[src/hdl/llp_fifo.sv]
// Small word queue with push/full and pop/empty sides.
// Depends on nothing.
module llp_fifo #(
  parameter int W     = 8,
  parameter int DEPTH = 2
) (
  input  logic         clk,
  input  logic         rst_n,
  input  logic         push,
  input  logic [W-1:0] wdata,
  output logic         full,
  input  logic         pop,
  output logic         empty,
  output logic [W-1:0] rdata
);
  localparam int PW = (DEPTH > 1) ? $clog2(DEPTH) : 1;

  logic [W-1:0] mem_r [DEPTH];
  logic [PW-1:0] wp_r, rp_r;
  logic [PW:0]   cnt_r;
  logic          do_push, do_pop;

  assign full    = (cnt_r == (PW+1)'(DEPTH));
  assign empty   = (cnt_r == '0);
  assign do_push = push && !full;
  assign do_pop  = pop && !empty;
  assign rdata   = mem_r[rp_r];

  always_ff @(posedge clk) begin
    if (do_push) begin
      mem_r[wp_r] <= wdata;
    end
  end

  always_ff @(posedge clk) begin
    if (!rst_n) begin
      wp_r  <= '0;
      rp_r  <= '0;
      cnt_r <= '0;
    end else begin
      if (do_push) begin
        wp_r <= (wp_r == PW'(DEPTH-1)) ? '0 : wp_r + 1'b1;
      end
      if (do_pop) begin
        rp_r <= (rp_r == PW'(DEPTH-1)) ? '0 : rp_r + 1'b1;
      end
      cnt_r <= cnt_r + (PW+1)'(do_push) - (PW+1)'(do_pop);
    end
  end
endmodule

[config.mk]
export PLATFORM = sky130hd
export DESIGN_NAME = llp_fifo
export DESIGN_NICKNAME = d
export VERILOG_FILES = /design/src/hdl/llp_fifo.sv
export SDC_FILE = /design/constraint.sdc
export NUM_CORES = 1
export LEC_CHECK = 0
export ABC_AREA = 0
export BUFFER_PORTS_ARGS = -buffer_cell sky130_fd_sc_hd__buf_2
export CAP_MARGIN = 20
export CORE_MARGIN = 2
export CORE_UTILIZATION = 44
export CTS_BUF_LIST = sky130_fd_sc_hd__clkbuf_16
export CTS_CLUSTER_DIAMETER = 80
export DETAILED_ROUTE_END_ITERATION = 8
export PLACE_DENSITY = 0.71
export SLEW_MARGIN = 20
export SYNTH_ARGS = -nofsm -noshare
export SYNTH_HDL_FRONTEND = slang
export SYNTH_SLANG_ARGS = --single-unit
[constraint.sdc]
create_clock -name clk -period 1.8 [get_ports clk]
set_clock_uncertainty 0.2 [all_clocks]
set_input_delay 0.09 -clock clk [delete_from_list [all_inputs] [get_ports clk]]
set_output_delay 0.09 -clock clk [all_outputs]
set_load 0.01 [all_outputs]
* Word-level counts from Yosys, hierarchy flattened
Memories as Yosys holds them, arrays and structs flattened. A register that Yosys moved wholly into a read port is not among the register bits. Index checks and enable logic that the tools add are counted.
Word-level totals: register bits 4, bits in writable memories 16, input bits 12, output and inout port bits 10, word-level logic and storage cells 20, memories kept 1
Memory list:
- mem_r | depth 2, width 8, read ports 1, clocked after memory_dff 1, wr ports 1, RTL line 18 | logic [W-1:0] mem_r [DEPTH];
Cells by class: $add $sub $neg 4, eq/ne operators 1, muxes and demuxes 6, reductions and logical operators 5
Operators with widths (count):
- $mux 1 | 6
- $add 1x1->1 const B | 2
- $add 2x1->2 | 1
- $eq 2x2->1 const B | 1
- $logic_and 1x1->1 | 2
- $logic_not 1->1 | 2
- $logic_not 2->1 | 1
- $sub 2x1->2 | 1

* Longest topological paths before layout
Gate-level depths: netlist of run 1.
depth after elaboration 5, depth in mapped cells 8, gate-level depth less buffers 8

* Worst setup path before layout of run 1
No wires, ideal clock.
kind register -> register, start reg cnt_r[0], end reg cnt_r[1], setup time 78 ps, arrival 1462 ps, data required time 1522 ps, slack 60 ps, cell stages (with the launch flop) 9, path buffers 0, clock period less this slack 1740 ps, cell sequence dfxtp_1 nand2b_1 nand2_1 ha_1 inv_1 ha_1 xor2_1 and2_2 nor3_1
Between the ends: word-level cells in the longest chain between the ends 5, elaborated cells on any way between the ends 8, classes of those cells 2 x add/sub; 1 x eq/ne; 5 x reduce/logical
RTL lines:
- start, declared | RTL line 20 | logic [PW:0] cnt_r;
- start signal, assigned | RTL line 47 | cnt_r <= cnt_r + (PW+1)'(do_push) - (PW+1)'(do_pop);
- $eq 2x2->1 | RTL line 23 | assign full = (cnt_r == (PW+1)'(DEPTH));
- $logic_not 1->1 | RTL line 25 | assign do_push = push && !full;
- $logic_and 1x1->1 | RTL line 25
- $add 2x1->2 | RTL line 47
- $sub 2x1->2 (*) | RTL line 47
Mark *: on every way between the ends. The rest lies on a longest branch, timed or not. A chain may end at the register's enable or synchronous reset.

* Worst setup path after layout of run 1
start reg cnt_r[0], end reg cnt_r[1]
Between the ends: elaborated cells on any way between the ends 8, classes of those cells 2 x add/sub; 1 x eq/ne; 5 x reduce/logical
RTL lines:
- $logic_not 2->1 | RTL line 24 | assign empty = (cnt_r == '0);
- $logic_not 1->1 | RTL line 26 | assign do_pop = pop && !empty;
- $logic_and 1x1->1 | RTL line 26
- via do_pop | RTL line 21 | logic do_push, do_pop;
- $sub 2x1->2 | RTL line 47
The timed path passes the listed nets, and every way through them passes these cells.

==> flow_summary_export.csv, run 1 <==
group,metric,value,unit
timing,hold_viol_final,0,
global_routing,grt_max_degree,12,
global_routing,grt_usage,13.0,%
clocking,numClockSinks,21,
layout,final_area,0.00122,mm²
logic_synthesis,synthArstFlopShare,0,%
floorplan,core-area,0.00173,mm²
clocking,worstSkewPairLatency,0.24,ns
logic_synthesis,ys_seq_elements,21,
logic_synthesis,synth_area_per_cell,15.6,µm²
timing,grt_setup_unrepaired,"true",
floorplan,dieArea,0.00221,mm²
critical_path,endpoint_kind,"register",
logic_synthesis,synth_nets,66,
clocking,cts_tree,"yes",
layout,n_fill_cell,142,
outcome,status,"finished, final reports clean",
logic_synthesis,synth.area.top_cells,"edfxtp_1 (59%), dfxtp_1 (12%), mux2_2 (11%), ha_1 (3.1%), nor2_1 (2.3%)",
floorplan,rows,15,
clocking,cts_max_level,1,
critical_path,required,1.76,ns
power,power.density,1430,mW/mm²
global_routing,antenna_found_initial,0,
timing,relSlewSlack,74.4,%
timing,post-route-period-util,98.7,%
logic_synthesis,yosysWarnings,0,
logic_synthesis,ys_seq_area_share,71.5,%
logic_synthesis,synth-main-ff-cell,"edfxtp_1",
logic_synthesis,synth_most_common_cell,"edfxtp_1",
critical_path,arrival,1.74,ns
timing,fin_crit,1.78,ns
layout,final_core_util,70.7,%
global_routing,grt_pass1_wl,1940,µm
hold_path,min_path_type,"input port to register",
critical_path,regToRegStartpoint,"cnt_r[0]",
logic_synthesis,synth.top_cell.area_share,59.2,%
floorplan,start_util,47.0,%
route,drc,0,
placed_design,routabilityCongestion,0.685,
layout,area_growth,50.2,%
critical_path,cp-startpoint,"cnt_r[0]",
placed_design,port_buffers,21,
floorplan,die_h,47.0,µm
logic_synthesis,synth_edf_count,16,
clocking,path_clk_slew,0.05,ns
floorplan,die_w,47.0,µm
global_routing,grt_pass1_vias,499,
timing,slew_violations,0,
logic_synthesis,syn_inst,52,
power,leakage,0.506,nW
route,routed_via_density,4.38,
route,drtIter0Drc,2,
hold_path,hold_path.startpoint,"push",
route,drt_pass1_iterations,3,
logic_synthesis,synth.distinct_cells,17,
route,routedWlPerCell,11.8,µm
route,dr_total_vias,508,
power,ir_drop,0.00120,V
placed_design,placed_area,958,µm²
logic_synthesis,synth_commonest_cells,"edfxtp_1 (16), mux2_2 (8), dfxtp_1 (5), nor2_1 (5), inv_1 (3)",
global_routing,grt_overflow,0,
clocking,cts_buffer_depth,2,
critical_path,cp_max_fo,3,
timing,setup_viol,0,
layout,drive_above_1_share,53.8,%
logic_synthesis,yosysTopAreaCell,"edfxtp_1",
route,drt-total-wl,1370,µm
run,drv_cap,0,
layout,fin_nets,106,
clocking,cts_made_buffers,3,
critical_path,critPathKind,"register to register",
timing,fmax,563,MHz
route,detail-route-antenna-nets,0,
floorplan,io_pins,22,
critical_path,cp-start-kind,"register",
logic_synthesis,syn_area,812,µm²
clocking,cts_root_buf,"clkbuf_16",
timing,worstMarginPinSlew,0.384,ns
layout,n_antenna_cell,0,
registers in the layout (all words and copies together), names as in the netlist, named ones only:
signal / flops
mem_r: 16
rp_r: 1
wp_r: 1
cnt_r: 2
power breakdown:
group / leakage [nW] / total (mW) / switching, mW / internal, mW
combinational: 0.272 / 0.593 / 0.261 / 0.333
clock: 0.0423 / 0.438 / 0.144 / 0.295
sequential: 0.192 / 0.717 / 0.0704 / 0.647
worst max-delay path, cell delays in order (launching register included):
cell and delay, ns:
dfxtp_4 0.35, o21a_4 0.22, ha_4 0.26, inv_2 0.04, ha_4 0.16, xor2_2 0.17, and2_4 0.14, nor3_2 0.16
path summary, 6_finish.rpt:
path | end | slack [ns] | depth (start not counted)
max | cnt_r[1] | 0.02 | 7
min | wp_r | 0.06 | 4
min reg2reg | wp_r | 0.29 | 2
max reg2reg | cnt_r[1] | 0.02 | 7
kinds of logic after synthesis:
| kind of cell | count (synthesis) | share of synthesized area [%] |
|---|---|---|
| adders and majority gates | 2 | 3.08 |
| DFF | 21 | 71.5 |
| buffers and inverters | 4 | 2.00 |
| xor gates and xnor gates | 2 | 2.16 |
| AOI/OAI and AO/OA | 1 | 1.08 |
| muxes | 9 | 12.3 |
| and+or+nand+nor | 13 | 7.86 |
layout by cell type, fill, tap and decap left out, drive strengths merged:
cell type    count
nand2b           2
nand2            2
buf             27
nor2             5
clkbuf           3
nor3             1
dlygate4sd3      9
xor2             1
edfxtp          16
ha               2
mux2i            1
and2             2
xnor2            1
inv              4
mux2             8
and3             1
o21a             1
dfxtp            5
routing by layer:
layer | global-route usage (%) | vias up | wire (µm)
li1 | - | 260 | -
met1 | 13.2 | 233 | 549
met2 | 24.7 | 13 | 749
met3 | 1.54 | 2 | 54
met4 | 8.33 | 0 | 18
met5 | 0 | - | 0
what timing repair did:
item	4_1_cts	5_1_grt
hold buffers	9	0
gates resized for setup	6	8
setup buffers	1	3
endpoints found under the hold margin	21	0
gates cloned	0	0
pin swaps	0	6
endpoints found under the setup margin	1	1
area by class of cell:
cell class	instances	area, µm²	area share (%)
timing repair buffer	36	240	19.7
inverter	3	11.3	0.923
clock inverter	1	3.75	0.308
sequential	21	588	48.2
multi-input combinational	27	270	22.2
tap	25	31.3	2.56
clock buffer	3	75.1	6.15
per-stage QoR:
step                power [mW]  worst slack, ns  setup TNS (ns)  cells  hold WS, ns
detailed placement        1.13          -0.0118         -0.0118     99       0.0813
global route              1.85          -0.0293         -0.0293    116       0.0736
finish                    1.75           0.0242               0    116       0.0612
global placement          1.12           0.0442               0     99       0.0780
CTS                       1.65          0.00756               0    113       0.0336
floorplan                0.979           0.0601               0     52      -0.0111
Power figures use the tool's default switching activity.
==> run 2, diff against run 1 <==
Settings changed: CORE_MARGIN 2 to unset.
==> flow_summary_export.csv, run 2 (same netlist as run 1, synthesis figures left out) <==
group,metric,value,unit
timing,finalSetupTns,0,ns
hold_path,hold_path.startpoint,"push",
floorplan,start_util,47.0,%
clocking,worstSkewPairLatency,0.25,ns
power,ir_drop,0.000815,V
critical_path,worst_path_most_repeated_cell,"ha_4",
hold_path,min_path_type,"input port to register",
critical_path,worstPathCellList,"o21a_4 -> ha_4 -> inv_2 -> ha_4 -> xor2_2 -> and2_4 -> nor3_2",
clocking,cts_max_level,1,
layout,largest_register,"mem_r",
layout,final_cell_mix,"buf_2 (21), edfxtp_1 (16), dlygate4sd3_1 (9), mux2_2 (8), nor2_1 (5)",
timing,worstMarginPinSlew,0.374,ns
critical_path,arrival,1.73,ns
critical_path,cp-start-kind,"register",
power,power.density,1420,mW/mm²
placed_design,dp_hpwl,801,µm
floorplan,die_h,45.0,µm
placed_design,post-place-cells,99,
global_routing,antenna_found_initial,0,
timing,setup_viol,0,
critical_path,cp_num_buf_inv,1,
placed_design,routabilityCongestion,0.649,
timing,grt_setup_unrepaired,"true",
route,drt_pass1_iterations,4,
outcome,status,"finished, final reports clean",
layout,area_growth,48.4,%
power,leakage,0.497,nW
critical_path,rr_endpoint,"cnt_r[1]",
hold_path,holdPathStages,4,
floorplan,rows,15,
critical_path,cpLargestDelayFamily,"adder cells",
clocking,cts_tree,"yes",
global_routing,grt_overflow,0,
timing,post-route-period-util,98.0,%
timing,slew_violations,0,
floorplan,dieArea,0.00202,mm²
critical_path,critPathKind,"register to register",
global_routing,grt_pass1_vias,498,
clocking,path_clk_slew,0.05,ns
critical_path,regToRegStartpoint,"cnt_r[1]",
critical_path,regToRegSetupSlack,0.04,ns
layout,top_regs,"mem_r: 16 flops, cnt_r: 2 flops",
route,routedWlPerCell,11.8,µm
clocking,cts_buffer_depth,2,
timing,relSlewSlack,75.1,%
route,drc,0,
clocking,cts_made_buffers,3,
route,detail-route-antenna-nets,0,
floorplan,die_w,45.0,µm
timing,fmax,567,MHz
critical_path,worst-r2r-cell-count,7,
route,drt-total-wl,1350,µm
route,routed_via_density,4.63,
timing,fin_crit,1.76,ns
run,drv_cap,0,
clocking,cts_root_buf,"clkbuf_16",
layout,largest_reg_flops,16,
layout,drive_above_1_share,52.8,%
layout,fin_nets,104,
critical_path,critical_path.slowest_cell,"dfxtp_4",
timing,hold_viol_final,0,
layout,n_antenna_cell,0,
critical_path,critPathMaxStageDelay,0.36,ns
power,power,1.71,mW
route,dr_total_vias,528,
global_routing,grt_pass1_wl,1980,µm
global_routing,grt_usage,14.5,%
floorplan,io_pins,22,
clocking,numClockSinks,21,
floorplan,core-area,0.00173,mm²
critical_path,required,1.77,ns
timing,fin_hold_ws,0.0772,ns
route,drtIter0Drc,10,
placed_design,port_buffers,21,
layout,final_common_cell,"buf_2",
hold_path,hold_end,"wp_r",
layout,final_cells,114,
critical_path,endpoint_kind,"register",
critical_path,cp_max_fo,5,
global_routing,grt_max_degree,12,
[run 2: final cells by class]
type / count / area [µm²]
flip-flops and latches: 21 / 588
fillers: 131 / 522
multi-input cells: 27 / 270
repair buffers: 34 / 225
clock buffers: 3 / 75.1
well taps: 25 / 31.3
inverters: 3 / 11.3
clock inverters: 1 / 3.75
[run 2: through the flow]
stage,util (%),setup WS [ns],instance area (µm²)
global route,69.8,-0.0526,1200
global placement,55.5,0.0145,958
floorplan,-,0.0601,812
finish,69.8,0.0352,1200
CTS,66.2,0.0187,1140
detailed placement,55.5,-0.0300,958
[run 2: timing repair]
item | 4_1_cts | 5_1_grt
endpoints found under the hold margin | 21 | 0
hold buffers | 9 | 0
setup buffers | 0 | 2
setup endpoints to repair | 1 | 1
gates resized for setup | 4 | 10
pin swaps | 0 | 5
[run 2: worst max-delay path by stage]
| stage | from | endpoint | slack (ns) | cells past startpoint |
|---|---|---|---|---|
| after floorplan | cnt_r[0] | cnt_r[1] | 0.06 | 8 |
| after global placement | cnt_r[0] | cnt_r[1] | 0.01 | 8 |
| after CTS | cnt_r[1] | cnt_r[1] | 0.02 | 7 |
| after detailed placement | cnt_r[0] | cnt_r[1] | -0.03 | 8 |
| after global routing | cnt_r[1] | cnt_r[1] | -0.05 | 7 |
| final | cnt_r[1] | cnt_r[1] | 0.04 | 7 |
[run 2: worst reg2reg max path, cell delays in order, from the launching register on]
cell and delay [ns]:
dfxtp_4 0.36, o21a_4 0.21, ha_4 0.26, inv_2 0.04, ha_4 0.15, xor2_2 0.17
and2_4 0.14, nor3_2 0.16
[run 2: metal layers]
| layer | share of wire [%] | vias to the layer above | global-route usage (%) |
|---|---|---|---|
| met1 | 39 | 247 | 15.5 |
| met3 | 3.7 | 4 | 3.60 |
| met5 | 0 | - | 0 |
| met2 | 55 | 21 | 26.4 |
| met4 | 1.9 | 0 | 7.27 |
| li1 | - | 256 | - |
[run 2: power by group]
part / switching, mW / total, mW / internal [mW]
clock: 0.150 / 0.446 / 0.295
sequential: 0.0761 / 0.723 / 0.647
combinational: 0.243 / 0.546 / 0.303
total: 0.469 / 1.71 / 1.25
