**src/hdl/llp_pkg.sv**
```systemverilog
// Shared types, constants and rounding helpers for the ladder low-pass core.
// Depends on nothing; used by llp_front, llp_back and the top level.
package llp_pkg;

  localparam logic [16:0] ONE_Q16    = 17'd65536;
  localparam logic [16:0] C_MIN_Q16  = 17'd328;
  localparam logic [17:0] C_SPAN2    = 18'd130416;
  localparam logic [17:0] RATE_RESET = 18'd48000;
  localparam logic signed [19:0] K_TUNE = 20'sd76022;
  localparam logic signed [19:0] K_FB   = 20'sd9830;
  localparam logic signed [19:0] K_GAIN = 20'sd22946;
  localparam logic signed [19:0] K_ZERO = 20'sd19661;
  localparam logic [4:0] OP_LAST = 5'd16;

  typedef struct packed {
    logic               bad;
    logic [2:0]         ch;
    logic signed [23:0] smp;
    logic [16:0]        c;
    logic [16:0]        res;
  } front_item_t;

  typedef enum logic [1:0] {F_IDLE, F_DIV, F_FIN, F_PUSH} front_state_t;
  typedef enum logic [1:0] {B_IDLE, B_MUL, B_ACC, B_OUT} back_state_t;

  function automatic logic signed [39:0] rnd16(input logic signed [55:0] p);
    logic signed [55:0] t;
    t = (p + 56'sd32768) >>> 16;
    return t[39:0];
  endfunction

  function automatic logic signed [31:0] sat32(input logic signed [39:0] v);
    if (v > 40'sd2147483647) return 32'sh7fffffff;
    if (v < -40'sd2147483648) return 32'sh80000000;
    return v[31:0];
  endfunction

endpackage

```
**src/hdl/llp_front.sv**
```systemverilog
// Front end: accepts words, holds the rate register, maps cutoff to c by serial division.
// Depends on llp_pkg.
module llp_front #(
  parameter int CHANNELS = 8
) (
  input  logic                 clk,
  input  logic                 rst_n,
  input  logic                 in_push,
  output logic                 in_full,
  input  logic [2:0]           in_channel,
  input  logic signed [23:0]   in_sample,
  input  logic [16:0]          in_cutoff_hz,
  input  logic [16:0]          in_resonance,
  input  logic                 cfg_valid,
  input  logic [17:0]          cfg_sample_rate_hz,
  output logic                 mid_push,
  input  logic                 mid_full,
  output llp_pkg::front_item_t mid_item
);
  import llp_pkg::*;

  front_state_t state_r, state_nxt;
  logic [17:0] rate_r, div_r, rem_r;
  logic [15:0] quo_r;
  logic [3:0]  cnt_r;
  front_item_t item_r;
  logic        accept, big;
  logic [33:0] num;
  logic [18:0] trial;
  logic        ge;

  assign in_full  = (state_r != F_IDLE);
  assign accept   = in_push && !in_full;
  assign num      = 34'(in_cutoff_hz) * 34'(C_SPAN2);
  assign big      = (rate_r == '0) || ({in_cutoff_hz, 1'b0} >= rate_r);
  assign trial    = {rem_r, quo_r[15]};
  assign ge       = (trial >= {1'b0, div_r});
  assign mid_item = item_r;

  always_comb begin
    state_nxt = state_r;
    mid_push  = 1'b0;
    case (state_r)
      F_IDLE: begin
        if (accept) begin
          state_nxt = (big || (32'(in_channel) >= CHANNELS)) ? F_PUSH : F_DIV;
        end
      end
      F_DIV: begin
        if (cnt_r == 4'd15) begin
          state_nxt = F_FIN;
        end
      end
      F_FIN: state_nxt = F_PUSH;
      F_PUSH: begin
        mid_push = 1'b1;
        if (!mid_full) begin
          state_nxt = F_IDLE;
        end
      end
      default: state_nxt = F_IDLE;
    endcase
  end

  always_ff @(posedge clk) begin
    if (!rst_n) begin
      state_r <= F_IDLE;
      rate_r  <= RATE_RESET;
    end else begin
      state_r <= state_nxt;
      if (cfg_valid) begin
        rate_r <= cfg_sample_rate_hz;
      end
    end
  end

  always_ff @(posedge clk) begin
    case (state_r)
      F_IDLE: begin
        if (accept) begin
          item_r.bad <= (32'(in_channel) >= CHANNELS);
          item_r.ch  <= in_channel;
          item_r.smp <= in_sample;
          item_r.res <= (in_resonance > ONE_Q16) ? ONE_Q16 : in_resonance;
          item_r.c   <= ONE_Q16;
          rem_r      <= num[33:16];
          quo_r      <= num[15:0];
          div_r      <= rate_r;
          cnt_r      <= '0;
        end
      end
      F_DIV: begin
        rem_r <= ge ? 18'(trial - {1'b0, div_r}) : trial[17:0];
        quo_r <= {quo_r[14:0], ge};
        cnt_r <= cnt_r + 1'b1;
      end
      F_FIN: item_r.c <= C_MIN_Q16 + {1'b0, quo_r};
      default: ;
    endcase
  end
endmodule

```
**config.mk**
```make
export PLATFORM = sky130hd
export DESIGN_NAME = llp_front
export DESIGN_NICKNAME = d
export VERILOG_FILES = /design/src/hdl/llp_pkg.sv /design/src/hdl/llp_front.sv
export SDC_FILE = /design/constraint.sdc
export NUM_CORES = 1
export LEC_CHECK = 0
export BUFFER_PORTS_ARGS = -buffer_cell sky130_fd_sc_hd__buf_4
export CORE_MARGIN = 4
export CORE_UTILIZATION = 60
export CTS_CLUSTER_SIZE = 20
export DETAILED_ROUTE_END_ITERATION = 16
export HOLD_SLACK_MARGIN = 0.15
export PLACE_DENSITY = 0.82
export SKIP_LAST_GASP = 1
export SLEW_MARGIN = 20
export SYNTH_ARGS = -nofsm -noshare
export SYNTH_HDL_FRONTEND = slang
export SYNTH_SLANG_ARGS = --single-unit
```
**constraint.sdc**
```tcl
create_clock -name clk -period 6.9 [get_ports clk]
set_clock_uncertainty 0.05 [all_clocks]
set_input_delay 0.345 -clock clk [delete_from_list [all_inputs] [get_ports clk]]
set_output_delay 0.345 -clock clk [all_outputs]
set_load 0.02 [all_outputs]
```
# After elaboration in Yosys (flattened, before gate mapping)
# Cells that the tools add are included.
# totals
regBits	137
wordCells	52
# op_classes
addsub	3
mul	1
magnitude_cmp	3
n_eq_ne	7
mux	16
n_reduce_logical	12
# ops
operator	n
2-to-1 mux 18 bit	2
case mux 18 bit (2 select lines)	1
2-to-1 mux 34 bit	1
case mux 17 bit (2 select lines)	1
case mux 16 bit (2 select lines)	1
multiplier 17 x 13 -> 30 bit (second input constant)	1
greater-or-equal comparator 19 x 18 -> 1 bit	1
greater-or-equal comparator 18 bit	1
zero test 18 bit	1
subtractor 18 bit	1
adder 9 x 16 -> 17 bit (first input constant)	1
greater-than comparator 17 bit (second input constant)	1
2-to-1 mux 17 bit	1
2-to-1 mux 16 bit	1
2-to-1 mux 2 bit	4
case mux 2 bit (4 select lines)	1
case mux 4 bit (2 select lines)	1
inequality test 2 bit (second input constant)	3
AND reduction 2 bit	3
nonzero test 2 bit	3
adder 4 x 1 -> 4 bit (second input constant)	1
== test 2 bit (second input constant)	2
== test 4 bit (second input constant)	1
2-to-1 mux 4 bit	1
other kinds (7)	7

# Depth between registers and ports, before layout
# Gate-level depths: netlist (run 1).
# logic_depth
depth_word	5
mapped_depth	20
depth_no_buf	20

# Worst setup path before layout (run 1)
# Ideal clock, no wire load.
# synth_path
kind	input to register
startpoint	input in_cutoff_hz[8]
endpoint	register rem_r[10] (data pin)
t_arrival_ps	4961
t_required_ps	6683
slack_ps	1722
path_stages	19
n_path_buf	1
cell_sequence	fa_1 inv_1 fa_1 inv_1 fa_1 fa_1 inv_1 fa_1 inv_1 ha_1 clkbuf_1 a21o_1 a21o_1 a21oi_1 nand2_1 o21ai_2 o21bai_1 mux2_1 a211oi_1
# synth_via
elab_chain_len	3
# synth_lines
element	line_no	source
start, declared	llp_front.sv:12	input logic [16:0] in_cutoff_hz,
multiplier 17 x 13 -> 30 bit	llp_front.sv:34	assign num = 34'(in_cutoff_hz) * 34'(C_SPAN2);
2-to-1 mux 18 bit	llp_front.sv:80	if (accept) begin
case mux 18 bit (2 select lines)	llp_front.sv:78	case (state_r)
end signal, assigned	llp_front.sv:86	rem_r <= num[33:16];
end signal, assigned	llp_front.sv:93	rem_r <= ge ? 18'(trial - {1'b0, div_r}) : trial[17:0];
end, declared	llp_front.sv:23	logic [17:0] rate_r, div_r, rem_r;
# No other way between the ends. The select of a mux whose other input is x is not followed.
# A chain may end at the register's enable or synchronous reset.

# Final worst setup path (run 1)
# layout_path
startpoint	input in_cutoff_hz[3]
endpoint	register rem_r[13] (data pin)
# The elaborated chain is that of the path after synthesis.

==> results.md, run 1 <==
- Status: finished clean
- Met3 Resource Use GR: 4.75%
- Synth Area in Adders: 34.7%
- XOR/XNOR share of the synthesized area: 3.12%
- I/O pin count: 148
- Hold WC Path Type: input pin to flop
- Hold_sp: cfg_sample_rate_hz[5]
- Hold Path Stages: 3
- Required @ worst endpoint: 6.99 ns
- Syn Area/Cell: 11.0 µm²
- Compound-gate portion of the synthesized area: 9.53%
- Fmax: 188 MHz
- Die X: 148 µm
- WL per Instance: 17.9 µm
- Worst-Skew Late Latency: 0.42 ns
- Flop and latch count out of synthesis: 137
- Inserted Clock Buffers: 17
- Max-slew violation count: 0
- Core Region: 19,400 µm²
- Vias in the first global route: 8,967
- Maximum single-stage delay on the critical path: 0.60 ns
- FF-to-FF End: rem_r[0]
- Hold Crit Endpoint: rate_r[5]
- Ys flop type: edfxtp_1
- Fin crit share: 77.0%
- TritonCTS clock tree: built
- Most numerous cell in the Yosys netlist: inv_1
- Async set-or-reset flop fraction in the synthesized netlist: 0%
- DR vias: 8,559
- Die Y: 148 µm
- Worst EP arrival: 5.40 ns
- Pre-CTS setup slack: 1.19 ns
- Final worst setup slack: 1.59 ns
- CP Class: input pin to flop
- Total gr overflow: 0
- Routed vias/inst: 5.53
- Placed Area: 13,200 µm²
- Reg2reg path depth: 9
- Post-synth EDFFs: 117
- Final setup fails: 0
- Synth unique cells: 66
- Syn nets: 1,412
- Root buffer cell: clkbuf_16
- Sequential fraction of the synthesis area: 33.2%
- Critical Path Start Type: input pin
- First-pass GRT wire length: 44,800 µm
- WL final: 27,700 µm
- Synth top area cells: edfxtp_1, fa_1, ha_1
- Finished Cell Area: 14,300 µm²
- Crit path capture type: flop
- Post-synthesis mux area share: 3.83%
- Htree depth: 4
- Sum Neg Setup Slack: 0 ns
- Syn Inst Count: 1,071
- Rel. slew slack: 36.5%
- Ys Warns: 0
- Initial antenna violation count: 0
- Slowest library cell on the worst path: fa_1
- DRT antenna net count: 0
- Fill count: 1,315
- Most used cell, CP: fa_1
- Crit-path max FO: 8
- Post-synthesis simple-gate area fraction: 8.22%
- Layout Nets: 1,612
- Fraction of final layout cells sized beyond drive strength 1: 15.7%
- Initial Util: 60.8%
- Syn-to-layout area delta: 21.0%
- Top cell type's share of synthesized area: 29.8%
- Grt met2 use: 43.7%
- Largest net degree at the start of global routing: 63
- Critical path cell sequence: buf_4, inv_1, fa_1, inv_1, fa_1, fa_1, fa_1, inv_1, fa_1, inv_1, ha_1, a21oi_1, o21a_1, o32ai_2, a22oi_1, nand2b_1, a31oi_1, xor2_1, mux2i_1
- Beginning of the worst register-to-register path: rem_r[2]
- Clk buf depth: 2
- Die ar.: 22,000 µm²
- Clock slew at reported path FFs: 0.06 ns
- Worst R2R Setup Slack: 3.80 ns
- # Max-Cap Violations: 0
- RSZ-0062 raised after global routing: no
- Multi-input logic area: 7030 µm²
- Tot GR Track Use: 25.8%
- Register Area: 3910 µm²
- Iteration-0 DRC Markers: 488
- Largest area contributor in the netlist: edfxtp_1
- First drt pass iteration count: 5
- GRT Max-Usage Layer: met2
- Drt drc: 0
- Port Buf Inserts: 146
- Hold Vio Cnt, Final: 0
- Inserted Diodes: 0
- Most frequent cells after synthesis: inv_1, ha_1, edfxtp_1, fa_1, nor2_1
- Tmin final: 5.31 ns
- M1 GR Usage: 34.0%
- DP Wirelength: 21,800 µm
- Clk sinks: 137
- Row cnt: 51
- Global placement routability congestion: 0.895
- Tightest Pin Transition: 0.929 ns
- Largest family of logic cells by synthesized area: adder cells
- Post-Syn Area: 11,800 µm²
==> cells in the final DEF, fill, tap and decap left out, drive strengths merged, types with 3 or more instances in the layout <==
cell type,Yosys,final
o21a,8,8
or4,3,3
mux2,9,9
nor4,11,11
xnor2,26,26
nand3,9,9
dlygate4sd3,0,50
nand2b,6,6
nor2,57,57
nor3,11,11
xor2,16,16
mux2i,35,35
inv,211,214
clkinv,0,6
fa,117,117
a21oi,44,44
ha,140,140
or3,7,7
and3,4,4
nand4,7,7
a211oi,7,7
dfxtp,20,20
clkinvlp,0,3
a21o,26,26
a31oi,6,6
nor2b,23,23
buf,6,149
o21bai,6,6
o211ai,11,11
nand2,38,38
clkbuf,12,18
or2,5,5
o21ai,35,35
and2,10,10
edfxtp,117,117
==> worst max path at each step <==
stage / startpoint / endpoint / slack (ns) / cells past startpoint
after floorplan: in_cutoff_hz[8] / rem_r[10] / 1.72 / 19
after global placement: in_cutoff_hz[7] / rem_r[13] / 1.36 / 19
after detailed placement: in_cutoff_hz[5] / rem_r[10] / 1.19 / 18
after CTS: in_cutoff_hz[5] / rem_r[10] / 1.60 / 18
after global routing: in_cutoff_hz[3] / rem_r[13] / 1.31 / 19
final: in_cutoff_hz[3] / rem_r[13] / 1.59 / 19
==> layout make-up <==
cell class	count	share of cell area, %
clock buffers	18	3.01
clock inverters	14	1.03
inverters	211	5.55
multi-input cells	705	49.3
flip-flops and latches	137	27.4
well taps	265	2.32
repair buffers	199	11.3
==> metrics by stage <==
stage / std cells / util [%] / hold slack [ns]
2_1_floorplan: 1071 / - / 0.381
3_3_place_gp: 1467 / 67.9 / 0.398
3_5_place_dp: 1467 / 67.9 / 0.402
4_1_cts: 1549 / 73.5 / 0.151
5_1_grt: 1549 / 73.5 / 0.180
6_report: 1549 / 73.5 / 0.157
==> flip-flops by register name (all words and copies together), names as in the netlist <==
signal	cells
mid_item	61
div_r	18
rate_r	18
rem_r	18
quo_r	16
cnt_r	4
state_r	2
==> worst max-delay path: cells and delay by family <==
family	cells	cell delay, ns
XOR/XNOR	1	0.21
AND/OR/NAND/NOR	1	0.14
buffers and inverters	5	0.42
AO/OA/AOI/OAI	5	1.13
multiplexers	1	0.09
adder cells (fa/ha/maj)	6	3.06
==> timing repair <==
action                    CTS  global route
hold buffers               50             0
hold endpoints to repair   43             0
setup buffers               0             0
gates resized for setup     0             0
==> logic make-up (layout without fill, tap and decap cells) <==
group,count (synthesis),in the layout
muxes,44,44
and+or+nand+nor,195,195
xor gates and xnor gates,42,42
DFF,137,137
other,1,1
buffers and inverters,229,442
AOI/OAI and AO/OA,166,166
adders and majority gates,257,257
==> layer usage <==
layer / up-vias / wire length, µm
li1: 4035 / -
met1: 4127 / 11800
met2: 344 / 13400
met3: 53 / 1780
met4: 0 / 742
met5: - / 0
Power of run 1 is not shown: default switching activity piles up to over one toggle a cycle in this logic, so the estimate is an artifact.
==> run 2, diff against run 1 <==
clock period = 4.9 ns   (was 6.9 ns; I/O delays follow)
==> results.md, run 2 (synthesis gave the netlist of run 1 again) <==
- Status: finished clean
- Most used cell, CP: fa_1
- Syn-to-layout area delta: 29.9%
- Reg2reg path depth: 5
- Routed vias/inst: 5.38
- Inserted Clock Buffers: 17
- DRT antenna net count: 0
- WP buf/inv: 5
- Tmin final: 4.79 ns
- Most common cell after layout, fill and taps aside: buf_4
- First-pass GRT wire length: 47,600 µm
- Initial Util: 60.8%
- Port Buf Inserts: 146
- Maximum single-stage delay on the critical path: 0.62 ns
- Slowest library cell on the worst path: fa_2
- Root buffer cell: clkbuf_16
- Die Y: 148 µm
- Fmax: 209 MHz
- Hold Crit Endpoint: quo_r[4]
- Clk buf depth: 2
- Rel. slew slack: 26.0%
- Final setup fails: 0
- Crit-path max FO: 4
- Worst-Skew Late Latency: 0.42 ns
- Die ar.: 22,000 µm²
- WHS: 0.285 ns
- Drt drc: 0
- Hold_sp: in_cutoff_hz[0]
- WL per Instance: 17.8 µm
- DR vias: 8,901
- DP Wirelength: 22,000 µm
- Fin crit share: 97.7%
- Clock slew at reported path FFs: 0.06 ns
- Critical path cell sequence: buf_6, clkinvlp_4, fa_2, inv_2, fa_1, fa_1, fa_1, inv_1, fa_1, inv_2, ha_4, a21oi_2, o21a_1, o32ai_4, a22oi_2, nand2b_1, a21oi_2, xor2_1, mux2i_1
- Max-slew violation count: 0
- # Max-Cap Violations: 0
- Die X: 148 µm
- Hold Vio Cnt, Final: 0
- Layout Nets: 1,717
- Vias in the first global route: 9,540
- Tightest Pin Transition: 1.11 ns
- Global placement routability congestion: 0.914
- Beginning of the worst register-to-register path: state_r[1]
- CP delay by family, top: adder cells
- Htree depth: 4
- Crit path depth: 19
- Core Region: 19,400 µm²
- Row cnt: 51
- Max FFs per register: 61
- Initial antenna violation count: 0
- Hold WC Path Type: input pin to flop
- Most frequent cells in the layout: buf_4, inv_1, ha_1, edfxtp_1, fa_1
- CP Class: input pin to flop
- Iteration-0 DRC Markers: 400
- Required @ worst endpoint: 4.96 ns
- Fraction of final layout cells sized beyond drive strength 1: 23.9%
- FF-to-FF End: rem_r[14]
- First drt pass iteration count: 5
- Critical Path Start Type: input pin
- Inserted Diodes: 0
- TritonCTS clock tree: built
- Total gr overflow: 0
- WL final: 29,400 µm
- I/O pin count: 148
- Hold Path Stages: 3
- Worst R2R Setup Slack: 1.59 ns
- Tot GR Track Use: 27.4%
- Clk sinks: 137
- Worst EP arrival: 4.85 ns
- Largest net degree at the start of global routing: 63
- Crit path capture type: flop
[run 2: worst min-delay path, delay by kind of cell]
kind / cells / cell delay, ns
buffers and inverters: 2 / 0.26
muxes: 1 / 0.14
[run 2: how the worst max path moves through the flow]
stage / endpoint / start
floorplan: rem_r[10] / in_cutoff_hz[7]
global placement: rem_r[13] / in_cutoff_hz[7]
detailed placement: rem_r[17] / in_cutoff_hz[4]
CTS: rem_r[10] / in_cutoff_hz[4]
global route: rem_r[13] / in_cutoff_hz[8]
finish: rem_r[9] / in_cutoff_hz[4]
[run 2: layer usage]
metal | routed length, µm | vias up | global-route usage (%)
li1 | - | 4242 | -
met1 | 12600 | 4324 | 35.8
met2 | 14700 | 283 | 47.2
met3 | 1320 | 52 | 3.60
met4 | 789 | 0 | 9.65
met5 | 0 | - | 0
[run 2: area by class of cell]
cell class	instances	area (µm²)
Multi-Input combinational cell	705	7240
Fill cell	1204	4070
Sequential cell	137	3910
Timing Repair Buffer	304	2480
Inverter	211	800
Clock buffer	23	499
Tap cell	265	332
Clock inverter	9	57.6
[run 2: metrics by stage]
stage               instances  setup WS (ns)  setup TNS [ns]  util, %  area (µm²)
finish                   1654          0.114               0     79.0       15300
global route             1654        -0.0607          -0.127     79.0       15300
CTS                      1651        0.00870               0     78.1       15200
detailed placement       1550         -0.413           -4.42     71.7       13900
global placement         1550         -0.280           -2.73     71.7       13900
floorplan                1071       -0.00101        -0.00101        -       11900
[run 2: repair_timing]
item,CTS,global route
gates resized for setup,0,38
endpoints found under the setup margin,0,13
buffers inserted,0,3
hold buffers,69,0
hold endpoints to repair,62,0
Power of run 2 is left out for the same reason.
==> run 3, diff against run 2 <==
PLACE_DENSITY = unset   (was 0.82)
PLACE_DENSITY_LB_ADDON = 0.08   (was unset)
==> results.md, run 3 (synthesis gave the netlist of run 1 again) <==
- Initial Util: 60.8%
- Hold WC Path Type: input pin to flop
- Rel. slew slack: 41.0%
- Total gr overflow: 0
- Crit path capture type: flop
- Largest net degree at the start of global routing: 55
- DP Wirelength: 22,000 µm
- Layout Nets: 1,720
- Clock slew at reported path FFs: 0.06 ns
- Status: finished clean
- Max-slew violation count: 0
- Die ar.: 22,000 µm²
- Max FFs per register: 61
- Tmin final: 4.76 ns
- Root buffer cell: clkbuf_16
- Fraction of final layout cells sized beyond drive strength 1: 23.6%
- Core Region: 19,400 µm²
- Tightest Pin Transition: 0.874 ns
- Hold Vio Cnt, Final: 0
- Routed vias/inst: 5.30
- Most common cell after layout, fill and taps aside: buf_4
- Tot GR Track Use: 27.3%
- # Max-Cap Violations: 0
- DRT antenna net count: 0
- First drt pass iteration count: 5
- WP buf/inv: 6
- Drt drc: 0
- Fin crit share: 97.2%
- WL final: 29,300 µm
- Die Y: 148 µm
- Maximum single-stage delay on the critical path: 0.61 ns
- Clk sinks: 137
- Row cnt: 51
- CP delay by family, top: adder cells
- Critical path cell sequence: buf_4, clkinvlp_4, fa_1, inv_2, fa_1, fa_1, fa_1, inv_1, fa_1, inv_1, ha_4, and2_4, nand2_2, o32ai_4, a22oi_2, buf_4, o21ai_2, xor2_1, nor2_1, a21oi_1
- Final instance count without filler cells: 1,657
- Required @ worst endpoint: 5.12 ns
- Htree depth: 4
- Most frequent cells in the layout: buf_4, inv_1, ha_1, edfxtp_1, fa_1
- Worst-Skew Late Latency: 0.42 ns
- Worst EP arrival: 4.99 ns
- Global placement routability congestion: 0.864
- First-pass GRT wire length: 47,400 µm
- Inserted Clock Buffers: 17
- Die X: 148 µm
- Most used cell, CP: fa_1
- TritonCTS clock tree: built
- WL per Instance: 17.7 µm
- Fmax: 210 MHz
- Inserted Diodes: 0
- Final setup fails: 0
- Port Buf Inserts: 146
- Syn-to-layout area delta: 30.0%
- Iteration-0 DRC Markers: 359
- Initial antenna violation count: 0
- I/O pin count: 148
- Crit-path max FO: 5
- Critical Path Start Type: input pin
- CP Class: input pin to flop
- DR vias: 8,789
- Vias in the first global route: 9,322
- Clk buf depth: 2
- Cell count after placement: 1,547
- Slowest library cell on the worst path: fa_1
-- run 3: cell count changes in the layout (fill, tap and decap cells not counted), sizes merged --
| cell | change |
|---|---|
| clkbuf | -4 |
| inv | -2 |
| clkinv | +4 |
| buf | +3 |
| bufinv | +3 |
| clkinvlp | -1 |
-- run 3: tightest hold or removal path, cell delays in order --
cell and delay (ns):
buf_4 0.23, mux2i_1 0.16, nor2_1 0.07
-- run 3: layer usage --
metal	track usage, %	wire length [µm]	share of wire (%)	vias up
met5	0	0	0	-
met4	7.02	542	1.9	0
met3	3.66	1560	5.3	42
met2	47.5	14600	50	260
met1	36.4	12600	43	4245
li1	-	-	-	4242
-- run 3: worst paths after layout --
kind / from / end / slack [ns] / cells past startpoint
setup / recovery: in_cutoff_hz[5] / rem_r[11] / 0.14 / 20
hold / removal: cfg_valid / rate_r[1] / 0.28 / 3
setup reg to reg: rem_r[13] / rem_r[10] / 1.75 / 9
hold reg to reg: rate_r[8] / div_r[8] / 0.42 / 0
-- run 3: through the flow --
| step | area, µm² | worst slack [ns] | hold WS (ns) | util, % | TNS (ns) |
|---|---|---|---|---|---|
| after global placement | 13900 | -0.250 | 0.373 | 71.5 | -2.47 |
| after CTS | 15200 | 0.0629 | 0.261 | 78.2 | 0 |
| after global routing | 15300 | -0.0726 | 0.293 | 79.0 | -0.312 |
| final | 15300 | 0.138 | 0.276 | 79.0 | 0 |
| after floorplan | 11900 | -0.00101 | 0.294 | - | -0.00101 |
| after detailed placement | 13900 | -0.372 | 0.375 | 71.5 | -3.77 |
-- run 3: layout make-up --
type / count / area (µm²)
clock buffers: 19 / 433
clock inverters: 13 / 169
fillers: 1244 / 4070
inverters: 211 / 796
multi-input cells: 705 / 7200
flip-flops and latches: 137 / 3910
well taps: 265 / 332
repair buffers: 307 / 2480
-- run 3: what timing repair did --
item	CTS	global route
endpoints found under the hold margin	62	0
endpoints found under the setup margin	0	10
hold buffers	69	0
setup buffers	0	9
gates resized for setup	0	30
Power of run 3 is left out for the same reason.
